## src/hdl/rrlp_pkg.sv

```systemverilog
// Shared types and codes for the report line parser.
// No dependencies; imported by every module of the block.
`default_nettype none

package rrlp_pkg;

    // Longest line, in bytes before the newline, that can still pass
    localparam int LINE_MAX = 64;
    localparam int LEN_W    = $clog2(LINE_MAX + 2);

    // Line end character
    localparam logic [7:0] CHAR_NL = 8'd10;

    // Result status codes
    localparam logic [3:0] ST_OK        = 4'd0;
    localparam logic [3:0] ST_PREFIX    = 4'd1;
    localparam logic [3:0] ST_NO_CPS    = 4'd2;
    localparam logic [3:0] ST_CPM_LABEL = 4'd3;
    localparam logic [3:0] ST_NO_CPM    = 4'd4;
    localparam logic [3:0] ST_DOSE_LBL  = 4'd5;
    localparam logic [3:0] ST_NO_DOSE   = 4'd6;
    localparam logic [3:0] ST_TAIL      = 4'd7;
    localparam logic [3:0] ST_OVERFLOW  = 4'd8;

    // One parsed line
    typedef struct packed {
        logic signed [31:0] dose_milli;
        logic signed [31:0] cpm_value;
        logic signed [31:0] cps_value;
        logic        [3:0]  status;
    } t_result;

endpackage

`default_nettype wire

```

## src/hdl/rrlp_in_stage.sv

```systemverilog
// Input register of the report line parser: holds one received byte.
// Depends on rrlp_pkg.
`default_nettype none

module rrlp_in_stage (
    input  wire logic       i_clk,
    input  wire logic       i_rst_n,
    input  wire logic       i_valid,
    output logic            o_ready,
    input  wire logic [7:0] i_byte,
    output logic            o_valid,
    output logic [7:0]      o_byte,
    input  wire logic       i_take
);
    import rrlp_pkg::*;

    logic       r_valid;
    logic       n_valid;
    logic [7:0] r_byte;

    // Accept a beat whenever the held byte is empty or leaves this cycle
    assign o_ready = !r_valid || i_take;

    always_comb begin
        n_valid = r_valid;
        if (i_valid && o_ready) begin
            n_valid = 1'b1;
        end else if (i_take) begin
            n_valid = 1'b0;
        end
    end

    always_ff @(posedge i_clk) begin
        if (!i_rst_n) begin
            r_valid <= 1'b0;
        end else begin
            r_valid <= n_valid;
        end
    end

    always_ff @(posedge i_clk) begin
        if (i_valid && o_ready) begin
            r_byte <= i_byte;
        end
    end

    assign o_valid = r_valid;
    assign o_byte  = r_byte;

endmodule

`default_nettype wire

```

## src/hdl/rrlp_parser.sv

```systemverilog
// Per-byte line parser: literal matching, number accumulation, error latch.
// Depends on rrlp_pkg.
`default_nettype none

module rrlp_parser (
    input  wire logic        i_clk,
    input  wire logic        i_rst_n,
    input  wire logic        i_byte_valid,
    input  wire logic [7:0]  i_byte,
    input  wire logic        i_room,
    output logic             o_take,
    output logic             o_res_valid,
    output rrlp_pkg::t_result o_res
);
    import rrlp_pkg::*;

    // Parse phases
    localparam logic [3:0] PH_PREFIX    = 4'd0;
    localparam logic [3:0] PH_CPS_LEAD  = 4'd1;
    localparam logic [3:0] PH_CPS_NUM   = 4'd2;
    localparam logic [3:0] PH_CPM_LIT   = 4'd3;
    localparam logic [3:0] PH_CPM_LEAD  = 4'd4;
    localparam logic [3:0] PH_CPM_NUM   = 4'd5;
    localparam logic [3:0] PH_DOSE_LIT  = 4'd6;
    localparam logic [3:0] PH_DOSE_LEAD = 4'd7;
    localparam logic [3:0] PH_DOSE_INT  = 4'd8;
    localparam logic [3:0] PH_DOSE_FRAC = 4'd9;
    localparam logic [3:0] PH_TAIL_LIT  = 4'd10;
    localparam logic [3:0] PH_MODE      = 4'd11;
    localparam logic [3:0] PH_SKIP      = 4'd12;

    // Literal identifiers
    localparam logic [1:0] LIT_PREFIX = 2'd0;
    localparam logic [1:0] LIT_CPM    = 2'd1;
    localparam logic [1:0] LIT_DOSE   = 2'd2;
    localparam logic [1:0] LIT_TAIL   = 2'd3;

    localparam logic [31:0] MAG_MAX = 32'h8000_0000;
    localparam logic [31:0] POS_MAX = 32'h7FFF_FFFF;

    // Character of a literal at a position
    function automatic logic [7:0] lit_char(input logic [1:0] id, input logic [3:0] pos);
        logic [7:0] ch;
        ch = 8'd0;
        case (id)
            LIT_PREFIX: begin
                case (pos)
                    4'd0:    ch = "C";
                    4'd1:    ch = "P";
                    4'd2:    ch = "S";
                    4'd3:    ch = ",";
                    4'd4:    ch = " ";
                    default: ch = 8'd0;
                endcase
            end
            LIT_CPM: begin
                case (pos)
                    4'd0:    ch = ",";
                    4'd1:    ch = " ";
                    4'd2:    ch = "C";
                    4'd3:    ch = "P";
                    4'd4:    ch = "M";
                    4'd5:    ch = ",";
                    4'd6:    ch = " ";
                    default: ch = 8'd0;
                endcase
            end
            LIT_DOSE: begin
                case (pos)
                    4'd0:    ch = ",";
                    4'd1:    ch = " ";
                    4'd2:    ch = "u";
                    4'd3:    ch = "S";
                    4'd4:    ch = "v";
                    4'd5:    ch = "/";
                    4'd6:    ch = "h";
                    4'd7:    ch = "r";
                    4'd8:    ch = ",";
                    4'd9:    ch = " ";
                    default: ch = 8'd0;
                endcase
            end
            default: begin
                case (pos)
                    4'd0:    ch = ",";
                    4'd1:    ch = " ";
                    default: ch = 8'd0;
                endcase
            end
        endcase
        return ch;
    endfunction

    function automatic logic [3:0] lit_len(input logic [1:0] id);
        logic [3:0] len;
        case (id)
            LIT_PREFIX: len = 4'd5;
            LIT_CPM:    len = 4'd7;
            LIT_DOSE:   len = 4'd10;
            default:    len = 4'd2;
        endcase
        return len;
    endfunction

    // Magnitude plus sign to two's complement, saturated
    function automatic logic [31:0] to_signed(input logic [31:0] mag, input logic neg);
        logic [31:0] v;
        if (neg) begin
            v = 32'd0 - mag;
        end else begin
            v = (mag > POS_MAX) ? POS_MAX : mag;
        end
        return v;
    endfunction

    logic [3:0]       r_phase, n_phase;
    logic [3:0]       r_pos, n_pos;
    logic             r_digit, n_digit;
    logic             r_neg, n_neg;
    logic [1:0]       r_frac, n_frac;
    logic [31:0]      r_cps, n_cps;
    logic [31:0]      r_cpm, n_cpm;
    logic [31:0]      r_dose, n_dose;
    logic [3:0]       r_err, n_err;
    logic [LEN_W-1:0] r_len, n_len;

    logic             w_step;
    logic             w_space;
    logic             w_is_digit;
    logic             w_sign;
    logic [3:0]       w_dval;
    logic [1:0]       w_lit_id;
    logic [3:0]       w_pos_eff;
    logic             w_hit;
    logic             w_done;
    logic [3:0]       w_code;
    logic [3:0]       w_next;
    logic             w_do_match;
    logic [31:0]      w_acc_cur;
    logic [35:0]      w_acc_x10;
    logic [31:0]      w_acc_dig;
    logic [31:0]      w_acc_end;
    logic [9:0]       w_scale;
    logic [41:0]      w_dose_prod;
    logic [31:0]      w_dose_end;
    logic [3:0]       w_end_st;

    assign o_take = i_byte_valid && ((i_byte != CHAR_NL) || i_room);
    assign w_step = o_take;

    // Classify the byte
    assign w_space    = i_byte inside {8'd9, 8'd11, 8'd12, 8'd13, 8'd32};
    assign w_is_digit = i_byte inside {["0":"9"]};
    assign w_sign     = i_byte inside {"+", "-"};
    assign w_dval     = 4'(i_byte - "0");

    // Pick the literal that this phase compares against
    always_comb begin
        case (r_phase)
            PH_PREFIX:                   w_lit_id = LIT_PREFIX;
            PH_CPS_NUM, PH_CPM_LIT:      w_lit_id = LIT_CPM;
            PH_CPM_NUM, PH_DOSE_LIT:     w_lit_id = LIT_DOSE;
            default:                     w_lit_id = LIT_TAIL;
        endcase
        case (w_lit_id)
            LIT_PREFIX: begin w_code = ST_PREFIX;    w_next = PH_CPS_LEAD;  end
            LIT_CPM:    begin w_code = ST_CPM_LABEL; w_next = PH_CPM_LEAD;  end
            LIT_DOSE:   begin w_code = ST_DOSE_LBL;  w_next = PH_DOSE_LEAD; end
            default:    begin w_code = ST_TAIL;      w_next = PH_MODE;      end
        endcase
    end

    // A literal entered from a number starts at its first character
    assign w_pos_eff = (r_phase == PH_CPS_NUM || r_phase == PH_CPM_NUM
                     || r_phase == PH_DOSE_INT || r_phase == PH_DOSE_FRAC) ? 4'd0 : r_pos;
    assign w_hit  = (w_pos_eff < lit_len(w_lit_id)) && (i_byte == lit_char(w_lit_id, w_pos_eff));
    assign w_done = w_hit && ((w_pos_eff + 4'd1) == lit_len(w_lit_id));

    // Accumulator of the current number: times ten plus digit, saturated
    always_comb begin
        case (r_phase)
            PH_CPS_LEAD, PH_CPS_NUM: w_acc_cur = r_cps;
            PH_CPM_LEAD, PH_CPM_NUM: w_acc_cur = r_cpm;
            default:                 w_acc_cur = r_dose;
        endcase
    end
    assign w_acc_x10 = {1'b0, w_acc_cur, 3'b000} + {3'b000, w_acc_cur, 1'b0}
                     + {32'd0, w_dval};
    assign w_acc_dig = (w_acc_x10 > {4'd0, MAG_MAX}) ? MAG_MAX : w_acc_x10[31:0];
    assign w_acc_end = to_signed(w_acc_cur, r_neg);

    // Scale the dose to thousandths for the fraction digits still missing
    always_comb begin
        case (r_frac)
            2'd0:    w_scale = 10'd1000;
            2'd1:    w_scale = 10'd100;
            2'd2:    w_scale = 10'd10;
            default: w_scale = 10'd1;
        endcase
    end
    assign w_dose_prod = 42'(r_dose) * 42'(w_scale);
    assign w_dose_end  = to_signed((w_dose_prod > {10'd0, MAG_MAX}) ? MAG_MAX
                                   : w_dose_prod[31:0], r_neg);

    // Status for a line that ends now
    always_comb begin
        case (r_phase)
            PH_PREFIX:                   w_end_st = ST_PREFIX;
            PH_CPS_LEAD:                 w_end_st = ST_NO_CPS;
            PH_CPS_NUM:                  w_end_st = r_digit ? ST_CPM_LABEL : ST_NO_CPS;
            PH_CPM_LIT:                  w_end_st = ST_CPM_LABEL;
            PH_CPM_LEAD:                 w_end_st = ST_NO_CPM;
            PH_CPM_NUM:                  w_end_st = r_digit ? ST_DOSE_LBL : ST_NO_CPM;
            PH_DOSE_LIT:                 w_end_st = ST_DOSE_LBL;
            PH_DOSE_LEAD:                w_end_st = ST_NO_DOSE;
            PH_DOSE_INT, PH_DOSE_FRAC:   w_end_st = r_digit ? ST_TAIL : ST_NO_DOSE;
            PH_TAIL_LIT:                 w_end_st = ST_TAIL;
            PH_MODE:                     w_end_st = ST_OK;
            default:                     w_end_st = r_err;
        endcase
    end

    // Next state for one byte
    always_comb begin
        n_phase     = r_phase;
        n_pos       = r_pos;
        n_digit     = r_digit;
        n_neg       = r_neg;
        n_frac      = r_frac;
        n_cps       = r_cps;
        n_cpm       = r_cpm;
        n_dose      = r_dose;
        n_err       = r_err;
        n_len       = r_len;
        w_do_match  = 1'b0;
        o_res_valid = 1'b0;
        o_res.status     = w_end_st;
        o_res.cps_value  = (w_end_st == ST_OK) ? r_cps : 32'd0;
        o_res.cpm_value  = (w_end_st == ST_OK) ? r_cpm : 32'd0;
        o_res.dose_milli = (w_end_st == ST_OK) ? r_dose : 32'd0;

        if (w_step && i_byte == CHAR_NL) begin
            // Emit the result and clear the line
            o_res_valid = 1'b1;
            n_phase = PH_PREFIX;
            n_pos   = 4'd0;
            n_digit = 1'b0;
            n_neg   = 1'b0;
            n_frac  = 2'd0;
            n_cps   = 32'd0;
            n_cpm   = 32'd0;
            n_dose  = 32'd0;
            n_err   = ST_OK;
            n_len   = '0;
        end else if (w_step) begin
            if (r_len <= LEN_W'(LINE_MAX)) begin
                n_len = r_len + 1'b1;
            end
            if (n_len > LEN_W'(LINE_MAX)) begin
                n_err   = ST_OVERFLOW;
                n_phase = PH_SKIP;
            end else begin
                case (r_phase)
                    PH_PREFIX, PH_CPM_LIT, PH_DOSE_LIT, PH_TAIL_LIT: begin
                        w_do_match = 1'b1;
                    end
                    PH_CPS_LEAD, PH_CPM_LEAD: begin
                        if (w_sign) begin
                            n_neg   = (i_byte == "-");
                            n_phase = r_phase + 4'd1;
                        end else if (w_is_digit) begin
                            n_phase = r_phase + 4'd1;
                            n_digit = 1'b1;
                            if (r_phase == PH_CPS_LEAD) begin
                                n_cps = w_acc_dig;
                            end else begin
                                n_cpm = w_acc_dig;
                            end
                        end else if (!w_space) begin
                            n_err   = (r_phase == PH_CPS_LEAD) ? ST_NO_CPS : ST_NO_CPM;
                            n_phase = PH_SKIP;
                        end
                    end
                    PH_CPS_NUM, PH_CPM_NUM: begin
                        if (w_is_digit) begin
                            n_digit = 1'b1;
                            if (r_phase == PH_CPS_NUM) begin
                                n_cps = w_acc_dig;
                            end else begin
                                n_cpm = w_acc_dig;
                            end
                        end else if (!r_digit) begin
                            n_err   = (r_phase == PH_CPS_NUM) ? ST_NO_CPS : ST_NO_CPM;
                            n_phase = PH_SKIP;
                        end else begin
                            // Number ends: sign it and start the next literal
                            if (r_phase == PH_CPS_NUM) begin
                                n_cps = w_acc_end;
                            end else begin
                                n_cpm = w_acc_end;
                            end
                            n_phase    = r_phase + 4'd1;
                            w_do_match = 1'b1;
                        end
                    end
                    PH_DOSE_LEAD: begin
                        if (w_sign) begin
                            n_neg   = (i_byte == "-");
                            n_phase = PH_DOSE_INT;
                        end else if (w_is_digit) begin
                            n_phase = PH_DOSE_INT;
                            n_digit = 1'b1;
                            n_dose  = w_acc_dig;
                        end else if (i_byte == ".") begin
                            n_phase = PH_DOSE_FRAC;
                        end else if (!w_space) begin
                            n_err   = ST_NO_DOSE;
                            n_phase = PH_SKIP;
                        end
                    end
                    PH_DOSE_INT, PH_DOSE_FRAC: begin
                        if (w_is_digit) begin
                            n_digit = 1'b1;
                            if (r_phase == PH_DOSE_INT) begin
                                n_dose = w_acc_dig;
                            end else if (r_frac != 2'd3) begin
                                n_dose = w_acc_dig;
                                n_frac = r_frac + 2'd1;
                            end
                        end else if (i_byte == "." && r_phase == PH_DOSE_INT) begin
                            n_phase = PH_DOSE_FRAC;
                        end else if (!r_digit) begin
                            n_err   = ST_NO_DOSE;
                            n_phase = PH_SKIP;
                        end else begin
                            n_dose     = w_dose_end;
                            n_phase    = PH_TAIL_LIT;
                            w_do_match = 1'b1;
                        end
                    end
                    default: begin
                    end
                endcase

                // Advance through the literal or latch its error
                if (w_do_match) begin
                    if (w_hit) begin
                        n_pos = w_done ? 4'd0 : (w_pos_eff + 4'd1);
                        if (w_done) begin
                            n_phase = w_next;
                            n_digit = 1'b0;
                            n_neg   = 1'b0;
                            n_frac  = 2'd0;
                        end
                    end else begin
                        n_err   = w_code;
                        n_phase = PH_SKIP;
                    end
                end
            end
        end
    end

    always_ff @(posedge i_clk) begin
        if (!i_rst_n) begin
            r_phase <= PH_PREFIX;
            r_pos   <= 4'd0;
            r_digit <= 1'b0;
            r_neg   <= 1'b0;
            r_frac  <= 2'd0;
            r_cps   <= 32'd0;
            r_cpm   <= 32'd0;
            r_dose  <= 32'd0;
            r_err   <= ST_OK;
            r_len   <= '0;
        end else begin
            r_phase <= n_phase;
            r_pos   <= n_pos;
            r_digit <= n_digit;
            r_neg   <= n_neg;
            r_frac  <= n_frac;
            r_cps   <= n_cps;
            r_cpm   <= n_cpm;
            r_dose  <= n_dose;
            r_err   <= n_err;
            r_len   <= n_len;
        end
    end

endmodule

`default_nettype wire

```

## src/hdl/rrlp_out_stage.sv

```systemverilog
// Result register of the report line parser: holds one line result.
// Depends on rrlp_pkg.
`default_nettype none

module rrlp_out_stage (
    input  wire logic              i_clk,
    input  wire logic              i_rst_n,
    input  wire logic              i_load,
    input  wire rrlp_pkg::t_result i_res,
    output logic                   o_room,
    output logic                   o_valid,
    input  wire logic              i_ready,
    output rrlp_pkg::t_result      o_res
);
    import rrlp_pkg::*;

    logic    r_valid;
    logic    n_valid;
    t_result r_res;

    // Room when empty or the held result leaves this cycle
    assign o_room = !r_valid || i_ready;

    always_comb begin
        n_valid = r_valid;
        if (i_load) begin
            n_valid = 1'b1;
        end else if (i_ready) begin
            n_valid = 1'b0;
        end
    end

    always_ff @(posedge i_clk) begin
        if (!i_rst_n) begin
            r_valid <= 1'b0;
        end else begin
            r_valid <= n_valid;
        end
    end

    always_ff @(posedge i_clk) begin
        if (i_load) begin
            r_res <= i_res;
        end
    end

    assign o_valid = r_valid;
    assign o_res   = r_res;

endmodule

`default_nettype wire

```

## src/hdl/radiation_report_line_parser.sv

```systemverilog
// Top level of the report line parser: input register, parser, result register.
// Depends on rrlp_pkg, rrlp_in_stage, rrlp_parser and rrlp_out_stage.
//
// The block takes one character per beat and can accept a beat in every cycle.
// Each byte is first held in the input register. From there it updates the
// parser state and, for a newline, loads the result register, so a line result
// is on the output in the cycle after the parser takes its newline. Ordinary
// bytes are taken even while a result waits. The input stalls only when a
// newline is held and the result register is full and not being read in that
// cycle. A result holds status (0 ok, 1 to 7 the first element that failed, 8 a
// line longer than LINE_MAX bytes), and counts per second, counts per minute
// and dose in thousandths, all zero unless the status is ok.
`default_nettype none

module radiation_report_line_parser (
    input  wire logic         i_clk,
    input  wire logic         i_rst_n,
    input  wire logic         s_axis_tvalid,
    output logic              s_axis_tready,
    input  wire logic [7:0]   s_axis_tdata,   // [7:0] in_byte
    output logic              m_axis_tvalid,
    input  wire logic         m_axis_tready,
    output logic [103:0]      m_axis_tdata    // [3:0] status, [35:4] cps_value,
                                              // [67:36] cpm_value, [99:68] dose_milli
);
    import rrlp_pkg::*;

    logic       w_byte_valid;
    logic [7:0] w_byte;
    logic       w_take;
    logic       w_room;
    logic       w_res_valid;
    t_result    w_res;
    t_result    w_out;

    rrlp_in_stage u_in (
        .i_clk   (i_clk),
        .i_rst_n (i_rst_n),
        .i_valid (s_axis_tvalid),
        .o_ready (s_axis_tready),
        .i_byte  (s_axis_tdata),
        .o_valid (w_byte_valid),
        .o_byte  (w_byte),
        .i_take  (w_take)
    );

    rrlp_parser u_parser (
        .i_clk        (i_clk),
        .i_rst_n      (i_rst_n),
        .i_byte_valid (w_byte_valid),
        .i_byte       (w_byte),
        .i_room       (w_room),
        .o_take       (w_take),
        .o_res_valid  (w_res_valid),
        .o_res        (w_res)
    );

    rrlp_out_stage u_out (
        .i_clk   (i_clk),
        .i_rst_n (i_rst_n),
        .i_load  (w_res_valid),
        .i_res   (w_res),
        .o_room  (w_room),
        .o_valid (m_axis_tvalid),
        .i_ready (m_axis_tready),
        .o_res   (w_out)
    );

    // Pack the result beat
    assign m_axis_tdata = {4'd0, w_out};

`ifndef NO_ASSERTIONS
    // Failed lines carry zero values
    a_err_zero: assert property (@(posedge i_clk) disable iff (!i_rst_n)
        (m_axis_tvalid && w_out.status != ST_OK) |->
        (w_out.cps_value == 32'sd0 && w_out.cpm_value == 32'sd0
         && w_out.dose_milli == 32'sd0))
        else $error("failed line with nonzero values");

    // Status stays within its codes
    a_status_range: assert property (@(posedge i_clk) disable iff (!i_rst_n)
        m_axis_tvalid |-> (w_out.status <= ST_OVERFLOW))
        else $error("status out of range");

    // A result appears only after a newline was parsed
    a_rise_nl: assert property (@(posedge i_clk) disable iff (!i_rst_n)
        $rose(m_axis_tvalid) |-> $past(w_take && w_byte == CHAR_NL))
        else $error("result without newline");

    // Input stalls only behind a newline that cannot be delivered
    a_stall_cause: assert property (@(posedge i_clk) disable iff (!i_rst_n)
        !s_axis_tready |->
        (w_byte_valid && w_byte == CHAR_NL && m_axis_tvalid && !m_axis_tready))
        else $error("input stalled without cause");
`endif

endmodule

`default_nettype wire

```

## config.mk

```make
export PLATFORM = sky130hd
export DESIGN_NAME = radiation_report_line_parser
export DESIGN_NICKNAME = d
export VERILOG_FILES = /design/src/hdl/rrlp_pkg.sv /design/src/hdl/rrlp_in_stage.sv /design/src/hdl/rrlp_parser.sv /design/src/hdl/rrlp_out_stage.sv /design/src/hdl/radiation_report_line_parser.sv
export SDC_FILE = /design/constraint.sdc
export NUM_CORES = 1
export LEC_CHECK = 0
export BUFFER_PORTS_ARGS = -buffer_cell sky130_fd_sc_hd__clkbuf_2
export CAP_MARGIN = 40
export CELL_PAD_IN_SITES_DETAIL_PLACEMENT = 1
export CELL_PAD_IN_SITES_GLOBAL_PLACEMENT = 1
export CORE_ASPECT_RATIO = 2
export CORE_MARGIN = 2
export CORE_UTILIZATION = 44
export CTS_BUF_LIST = sky130_fd_sc_hd__clkbuf_4 sky130_fd_sc_hd__clkbuf_8 sky130_fd_sc_hd__clkbuf_16
export DETAILED_ROUTE_END_ITERATION = 10
export GPL_TIMING_DRIVEN = 0
export PLACE_DENSITY_LB_ADDON = 0.1
export SETUP_SLACK_MARGIN = 0.5
export SLEW_MARGIN = 5
export SYNTH_ARGS = -nofsm -noshare
export SYNTH_HDL_FRONTEND = slang
export SYNTH_SLANG_ARGS = --single-unit
export TNS_END_PERCENT = 50
```

## constraint.sdc

```tcl
create_clock -name i_clk -period 7.5 [get_ports i_clk]
set_input_delay 2.25 -clock i_clk [delete_from_list [all_inputs] [get_ports i_clk]]
set_output_delay 2.25 -clock i_clk [all_outputs]
set_load 0.02 [all_outputs]
```

==> metrics.md, run 1 <==
| Metric | Value |
|---|---|
| Clock-pin slew on the worst setup and hold paths | around 90 ps |
| Mapped Area | 25880 um2 |
| Setup WS post-layout | -1017 ps |
| Clk buf depth | 3 |
| Multi-input logic area | 20840 um2 |
| Fill cells | 6743 |
| CP Capture Type | flip-flop |
| Achievable Freq | 117.4 MHz |
| Largest net degree at the start of global routing | 73 |
| DIE WIDTH | 175.5 um |
| Critical Path RT | 7990 ps |
| CP top delay family | adder cells |
| Setup violations, final | 32 |
| Max-cap violation count | 0 |
| Dpl hpwl | 111.8 mm |
| CTS root buf | clkbuf_16 |
| Final Net Count | approximately 3.9k |
| CP peak stage delay | between 600 and 700 ps |
| Startpoint types | flip-flop |
| Clock sink count | 229 |
| Syn-to-layout area delta | 29.37% |
| CP dominant cell by count | fa_1 |
| Yosys cell types | 110 |
| Worst-Skew Late Latency | 610 ps |
| Synth warnings | 0 |
| Reg area | 5729 um2 |
| Io pins | 118 |
| Hold-fix buffers at CTS | 0 |
| Vias in the first global route | 31.78k |
| Total wire length | between 150 and 200 mm |
| Die height | roughly 350 um |
| Worst VDD drop | around 0.17 mV |
| GPL Wtd Cong | 1.068 |
| Iteration-0 DRC count of the detailed router | around 3.1k |
| Row cnt | 125 |
| EDFF count, synth | 108 |
| WP buf/inv | 5 |
| Initial antenna violation count | 17 |
| WL per Instance | 37.76 um |
| Relative slew margins | 21.01% |
| IO buf count | 113 |
| Clk_skew | roughly 34 ps |
| First-pass GRT wire length | 223.8 mm |
| CTS tree | yes |
| Failing checks | negative setup slack |
| Grt total ovfl | 0 |
| Flops & latches, synth | about 230 |
| Synth Flop Type | dfxtp_1 |
| H-tree depth | 1 |
| Critical-path top delay cell | dfxtp_4 |
| Leak pwr | roughly 15 nW |
| Ys async rst share | 0% |
| Worst slack at placement | -2596 ps |
| Slew Limit Fails | 0 |
| Final hold violations | 0 |
| GR Util All Layers | 50.98% |
| Hold WC Path Type | flip-flop to flip-flop |
| Tot Pwr | 0.003232 W |
| Vias | 30.02k |
| Die Area | 60880 um2 |
| Unrepaired setup endpoints after global routing | true |
| Avg Inst Size Synth | 8.375 um2 |
| Post-synthesis sequential area ratio | 21.89% |
| Initial Utilization | 44.48% |
| PwrDens | slightly below 100 nW/um2 |
| Fraction of layout cells with a size suffix above 1 | 26.52% |
| Routed Antenna Nets | 0 |
| Worst Path Arrival | 9010 ps |
| Outcome | finished, violations left |
| Worst-path fanout max | 7 |
| Cells after Synth | 3090 |
| Drt drc | 0 |
| DR vias/cell | 7.032 |
| Measured slew at the worst slew-check pin | 1185 ps |
| CTS buffer count | 23 |
| Fin crit period | about 8500 ps |
| DR pass1 iterations | 7 |
| Final period utilization | 113.6% |
| CORE AREA | 58180 um2 |
| Crit Path Category | flip-flop to flip-flop |
worst register-to-register path, delay by kind of cell, from the launching register on:
kind            cells  cell delay (ps)
fa+ha+maj           7             3460
simple gates        9             1810
compound gates      6             1470
flops               1              650
buf+inv             5              620
xor+xnor            1              230
mux                 1              140
layout make-up:
class | count | share of cell area, %
clock inverters | 17 | 0.6652
well taps | 762 | 2.848
clock buffers | 25 | 1.764
repair buffers | 357 | 8.058
inverters | 275 | 3.124
diodes | 15 | 0.1121
flip-flops and latches | 229 | 17.11
plain buffers | 192 | 4.062
multi-input cells | 2397 | 62.25
cell usage after synthesis, drive strengths merged (11+ instances only):
cell type / count / area (um2)
and3: 40 / 250.2
clkbuf: 154 / 578.1
xor2: 26 / 227.7
mux2i: 17 / 170.2
or2: 17 / 106.4
nand3: 66 / 330.3
fa: 191 / 3824
a221oi: 17 / 148.9
and4: 14 / 122.6
o41ai: 11 / 103.9
o21a: 31 / 234.0
a21o: 28 / 210.2
nand4: 43 / 269.0
and2: 129 / 807.0
a222oi: 19 / 190.2
nor3: 59 / 315.3
buf: 38 / 209.0
a31oi: 50 / 319.1
xnor2: 56 / 490.5
or3: 22 / 137.6
nand2b: 54 / 337.8
nor2b: 60 / 375.4
a22oi: 18 / 135.1
nand2: 287 / 1082
nor2: 195 / 734.5
a211oi: 59 / 478.0
a221o: 13 / 130.1
a21oi: 200 / 1012
o21ai: 209 / 1054
o211ai: 27 / 212.7
dfxtp: 121 / 2422
edfxtp: 108 / 3243
nor4: 24 / 192.7
inv: 275 / 1032
ha: 197 / 2465
o31ai: 28 / 215.2
o2111ai: 11 / 102.6
report_power, final:
group	switching [W]	internal [W]	total (W)
logic	0.000390	0.000163	0.000553
clock network	0.000619	0.000722	0.00134
registers	0.0000246	0.00131	0.00134
worst paths after layout:
path | startpoint | to | slack (ps) | cells after the start
max | u_parser.r_dose[24]$_SDFFE_PP0P_ | u_parser.r_dose[10]$_SDFFE_PP0P_ | -1020 | 29
min | u_parser.r_cpm[0]$_SDFFE_PP0P_ | u_parser.r_cpm[0]$_SDFFE_PP0P_ | 520 | 2
max reg2reg | u_parser.r_dose[24]$_SDFFE_PP0P_ | u_parser.r_dose[10]$_SDFFE_PP0P_ | -1020 | 29
min reg2reg | u_parser.r_cpm[0]$_SDFFE_PP0P_ | u_parser.r_cpm[0]$_SDFFE_PP0P_ | 520 | 2
logic make-up (layout without fill, tap and decap cells):
group	count (synthesis)	after routing	synth area share, %
simple gates	1045	1045	20.74
compound gates	857	857	22.40
buf+inv	467	866	7.030
fa+ha+maj	388	388	24.30
flops	229	229	21.89
xor+xnor	82	82	2.775
mux	21	21	0.8461
other cells	1	19	0.01449
metrics by stage:
stage / TNS [ps] / instance area (um2) / utilization, % / hold WS, ps / cells
after floorplan: 0 / 26250 / - / 444.4 / 3093
after global placement: -148300 / 27770 / 47.72 / 474.7 / 3968
after detailed placement: -79630 / 28000 / 48.12 / 495.9 / 3993
after CTS: -4893 / 32060 / 55.10 / 509.5 / 4175
after global routing: -27950 / 33450 / 57.49 / 542.4 / 4256
final: -19900 / 33480 / 57.54 / 519.9 / 4269
registers in the layout (all words and copies together) (netlist names):
| register | count |
|---|---|
| u_in.o_byte | 8 |
| u_parser.r_err | 4 |
| u_in.o_valid | 1 |
| u_parser.r_dose | 32 |
| u_parser.r_cps | 32 |
| u_parser.r_digit | 1 |
| u_parser.r_phase | 4 |
| u_parser.r_len | 7 |
| u_parser.r_frac | 2 |
| u_out.o_valid | 1 |
| u_out.o_res | 100 |
| u_parser.r_neg | 1 |
| u_parser.r_cpm | 32 |
| u_parser.r_pos | 4 |
placed cells by master (no fill, tap or decap), types with 41 or more instances in the layout:
| cell type | Yosys | routed |
|---|---|---|
| nand2_1 | 285 | 262 |
| inv_1 | 274 | 242 |
| buf_4 | 6 | 192 |
| fa_1 | 191 | 182 |
| nor2_1 | 194 | 177 |
| ha_1 | 197 | 172 |
| o21ai_0 | 194 | 152 |
| a21oi_1 | 197 | 151 |
| clkbuf_2 | 0 | 129 |
| and2_1 | 128 | 125 |
| edfxtp_1 | 108 | 108 |
| dfxtp_1 | 121 | 100 |
| clkbuf_1 | 154 | 95 |
| nand3_1 | 66 | 59 |
| nor3_1 | 55 | 47 |
| buf_6 | 2 | 45 |
| nand2b_1 | 54 | 45 |
| nand4_1 | 43 | 43 |
| a31oi_1 | 49 | 42 |
| xnor2_1 | 56 | 41 |
layer usage:
layer | share of wire [%] | global-route usage [%] | vias to the layer above | routed length [um]
li1 | - | - | 11810 | -
met1 | 27 | 42.35 | 14640 | 44130
met2 | 47 | 84.85 | 2213 | 76240
met3 | 9.6 | 19.03 | 1337 | 15420
met4 | 16 | 60.38 | 16 | 25190
met5 | 0.13 | 0.7353 | - | 215
repair_timing:
| action | in CTS | in global routing |
|---|---|---|
| pin swaps | 151 | 122 |
| cloned | 5 | 2 |
| resized for setup | 526 | 186 |
| setup endpoints to repair | 96 | 96 |
| setup buffers | 135 | 67 |
(Power assumes the default switching activity.)
==> inputs of run 2 (changes only) <==
--- a/config.mk
+++ b/config.mk
@@ -16,7 +16,6 @@
 export DETAILED_ROUTE_END_ITERATION = 10
 export GPL_TIMING_DRIVEN = 0
 export PLACE_DENSITY_LB_ADDON = 0.1
-export SETUP_SLACK_MARGIN = 0.5
 export SLEW_MARGIN = 5
 export SYNTH_ARGS = -nofsm -noshare
 export SYNTH_HDL_FRONTEND = slang
==> constraint.sdc (replaced) <==
create_clock -name i_clk -period 7.5 [get_ports i_clk]
set_input_delay 2.25 -clock i_clk [delete_from_list [all_inputs] [get_ports i_clk]]
set_output_delay 2.25 -clock i_clk [all_outputs]
set_load 0.01 [all_outputs]
==> metrics.md, run 2 (synthesis gave the netlist of run 1 again) <==
| Metric | Value |
|---|---|
| Outcome | finished, violations left |
| Failing checks | negative setup slack |
| Reg area | 5727 um2 (about the same) |
| Worst-path fanout max | 10 (+3) |
| Setup TNS | -31280 ps (-11380 ps) |
| CP peak stage delay | 600 ps (-50 ps) |
| CP dominant cell by count | fa_1 |
| DP Area | 27710 um2 (-1.0%) |
| Critical-path top delay cell | fa_1 |
| Die height | 347.0 um (unchanged) |
| Io pins | 118 (unchanged) |
| CP top delay family | adder cells |
| CTS root buf | clkbuf_16 |
| Relative slew margins | 1.159% (-20 points) |
| CORE AREA | 58180 um2 (unchanged) |
| Routed Antenna Nets | 0 (unchanged) |
| Slew Limit Fails | 0 (unchanged) |
| Initial antenna violation count | 9 (-8) |
| Vias in the first global route | 30.47k (-4.1%) |
| Final hold violations | 0 (unchanged) |
| Die Area | 60880 um2 (unchanged) |
| CP Capture Type | flip-flop |
| GR Util All Layers | 47.57% (-3.4 points) |
| Syn-to-layout area delta | 24.93% |
| DIE WIDTH | 175.5 um (unchanged) |
| Worst-Skew Late Latency | 590 ps (-20 ps) |
| Multi-input logic area | 20550 um2 (-1.4%) |
| Grt total ovfl | 0 (unchanged) |
| Final hold slack | 504.8 ps (-15.15 ps) |
| Total wire length | 151.1 mm (-6.2%) |
| Row cnt | 125 (unchanged) |
| Worst VDD drop | 0.1841 mV (+6.3%) |
| Hold WC Path Type | flip-flop to flip-flop |
| Achievable Freq | 119.5 MHz (+1.8%) |
| CTS buffer count | 22 (-4.3%) |
| Fill cells | 6847 (+1.5%) |
| Measured slew at the worst slew-check pin | 1472 ps (+287.3 ps) |
| DR pass1 iterations | 7 (unchanged) |
| Final instance area | 32330 um2 (-3.4%) |
| Final Net Count | 3804 (-1.8%) |
| Initial Utilization | 44.48% (unchanged) |
| WL per Instance | 36.10 um (-4.4%) |
| DR vias/cell | 6.821 (-3.0%) |
| Final Util | 55.57% (-2.0 points) |
| Critical Path RT | 7980 ps (about the same) |
| Clock sink count | 229 (unchanged) |
| Most common cell after layout, fill and taps aside | nand2_1 |
| Dpl hpwl | 111.4 mm (-0.36%) |
| GRT busiest layer | met2 |
| WP buf/inv | 8 (+3) |
| Largest net degree at the start of global routing | 72 (-1.4%) |
| GPL Wtd Cong | 1.037 (-2.9%) |
| PwrDens | 96.29 nW/um2 (-0.27%) |
| Clk buf depth | 3 (unchanged) |
| Unrepaired setup endpoints after global routing | true |
| Flip-flop count of the largest register after layout | 100 (unchanged) |
| Iteration-0 DRC count of the detailed router | 2388 (-22%) |
| Clock-pin slew on the worst setup and hold paths | 70 ps (-20 ps) |
| Setup violations, final | 84 (+160%) |
| Fin crit period | 8369 ps (-148.3 ps) |
| Vias | 28.56k (-4.9%) |
| Leak pwr | 14.44 nW (-3.7%) |
| H-tree depth | 1 (unchanged) |
| Worst slack at placement | -3362 ps (-766.2 ps) |
| Worst Path Arrival | 8850 ps (-160 ps) |
| IO buf count | 113 (unchanged) |
| Fraction of layout cells with a size suffix above 1 | 23.60% (-2.9 points) |
| Met1 usage | 38.22% (-4.1 points) |
| First-pass GRT wire length | 208.1 mm (-7.0%) |
| Final period utilization | 111.6% (-2.0 points) |
| Startpoint types | flip-flop |
| Clk_skew | 44.50 ps (+10.45 ps) |
| Drt drc | 0 (unchanged) |
| CTS tree | yes |
| Commonest cells after routing, fill and taps aside | nand2_1 (269), inv_1 (251), fa_1 (184) |
| Crit Path Category | flip-flop to flip-flop |
| Met3 Usage GRT | 14.64% (-4.4 points) |
| Met2 GRT Util | 81.79% (-3.1 points) |
| Max-cap violation count | 0 (unchanged) |
| Setup WS post-layout | -868.7 ps (+148.3 ps) |
==> run 2: cell count changes in the layout (fill, tap and decap cells not counted), moves of 9 or more <==
cell,change
buf_2,+10
buf_6,-14
buf_4,-37
diode_2,-10
inv_1,+9
a21oi_1,+11
==> run 2: where the power goes <==
group          switching [W]  internal [W]
logic               0.000371      0.000148
registers          0.0000232       0.00131
clock network       0.000600      0.000656
==> run 2: final timing paths <==
check	from	depth (start not counted)	to	slack (ps)
setup reg to reg	u_parser.r_frac[0]$_SDFFE_PP0P_	31	u_parser.r_dose[10]$_SDFFE_PP0P_	-870
hold / removal	u_parser.r_err[3]$_SDFFE_PP0P_	2	u_parser.r_err[3]$_SDFFE_PP0P_	500
setup / recovery	u_parser.r_frac[0]$_SDFFE_PP0P_	31	u_parser.r_dose[10]$_SDFFE_PP0P_	-870
hold reg to reg	u_parser.r_err[3]$_SDFFE_PP0P_	2	u_parser.r_err[3]$_SDFFE_PP0P_	500
==> run 2: timing repair <==
item | CTS | global route
pin swaps | 114 | 131
resized for setup | 377 | 246
endpoints found under the setup margin | 90 | 96
hold buffers | 0 | 0
cloned | 3 | 2
setup buffers | 93 | 72
==> run 2: stage by stage <==
stage	std cells	total power, W
3_5_place_dp	3986	0.001821
2_1_floorplan	3093	0.001632
4_1_cts	4104	0.003057
5_1_grt	4183	0.003160
3_3_place_gp	3968	0.001803
6_report	4187	0.003113
==> run 2: cell type report <==
type | instances | share of cell area [%]
Antenna cell | 5 | 0.03870
Buffer | 172 | 3.398
Clock buffer | 25 | 1.846
Clock inverter | 15 | 0.5031
Inverter | 275 | 3.224
Multi-Input combinational cell | 2397 | 63.56
Sequential cell | 229 | 17.71
Tap cell | 762 | 2.949
Timing Repair Buffer | 307 | 6.765
==> run 2: routing by layer <==
| layer | routed length, um | up-vias | share of wire (%) |
|---|---|---|---|
| li1 | - | 11650 | - |
| met1 | 40890 | 13900 | 27 |
| met2 | 72910 | 1872 | 48 |
| met3 | 13080 | 1137 | 8.7 |
| met4 | 24170 | 6 | 16 |
| met5 | 89 | - | 0.059 |
==> run 2: worst register-to-register path, delay by kind of cell, from the launching register on <==
kind                     cells  cell delay, ps
flip-flops                   1             330
adder cells (fa/ha/maj)      7            3370
AND/OR/NAND/NOR              8            1840
AO/OA/AOI/OAI                7            1460
buffers and inverters        8            1110
XOR/XNOR                     1             180
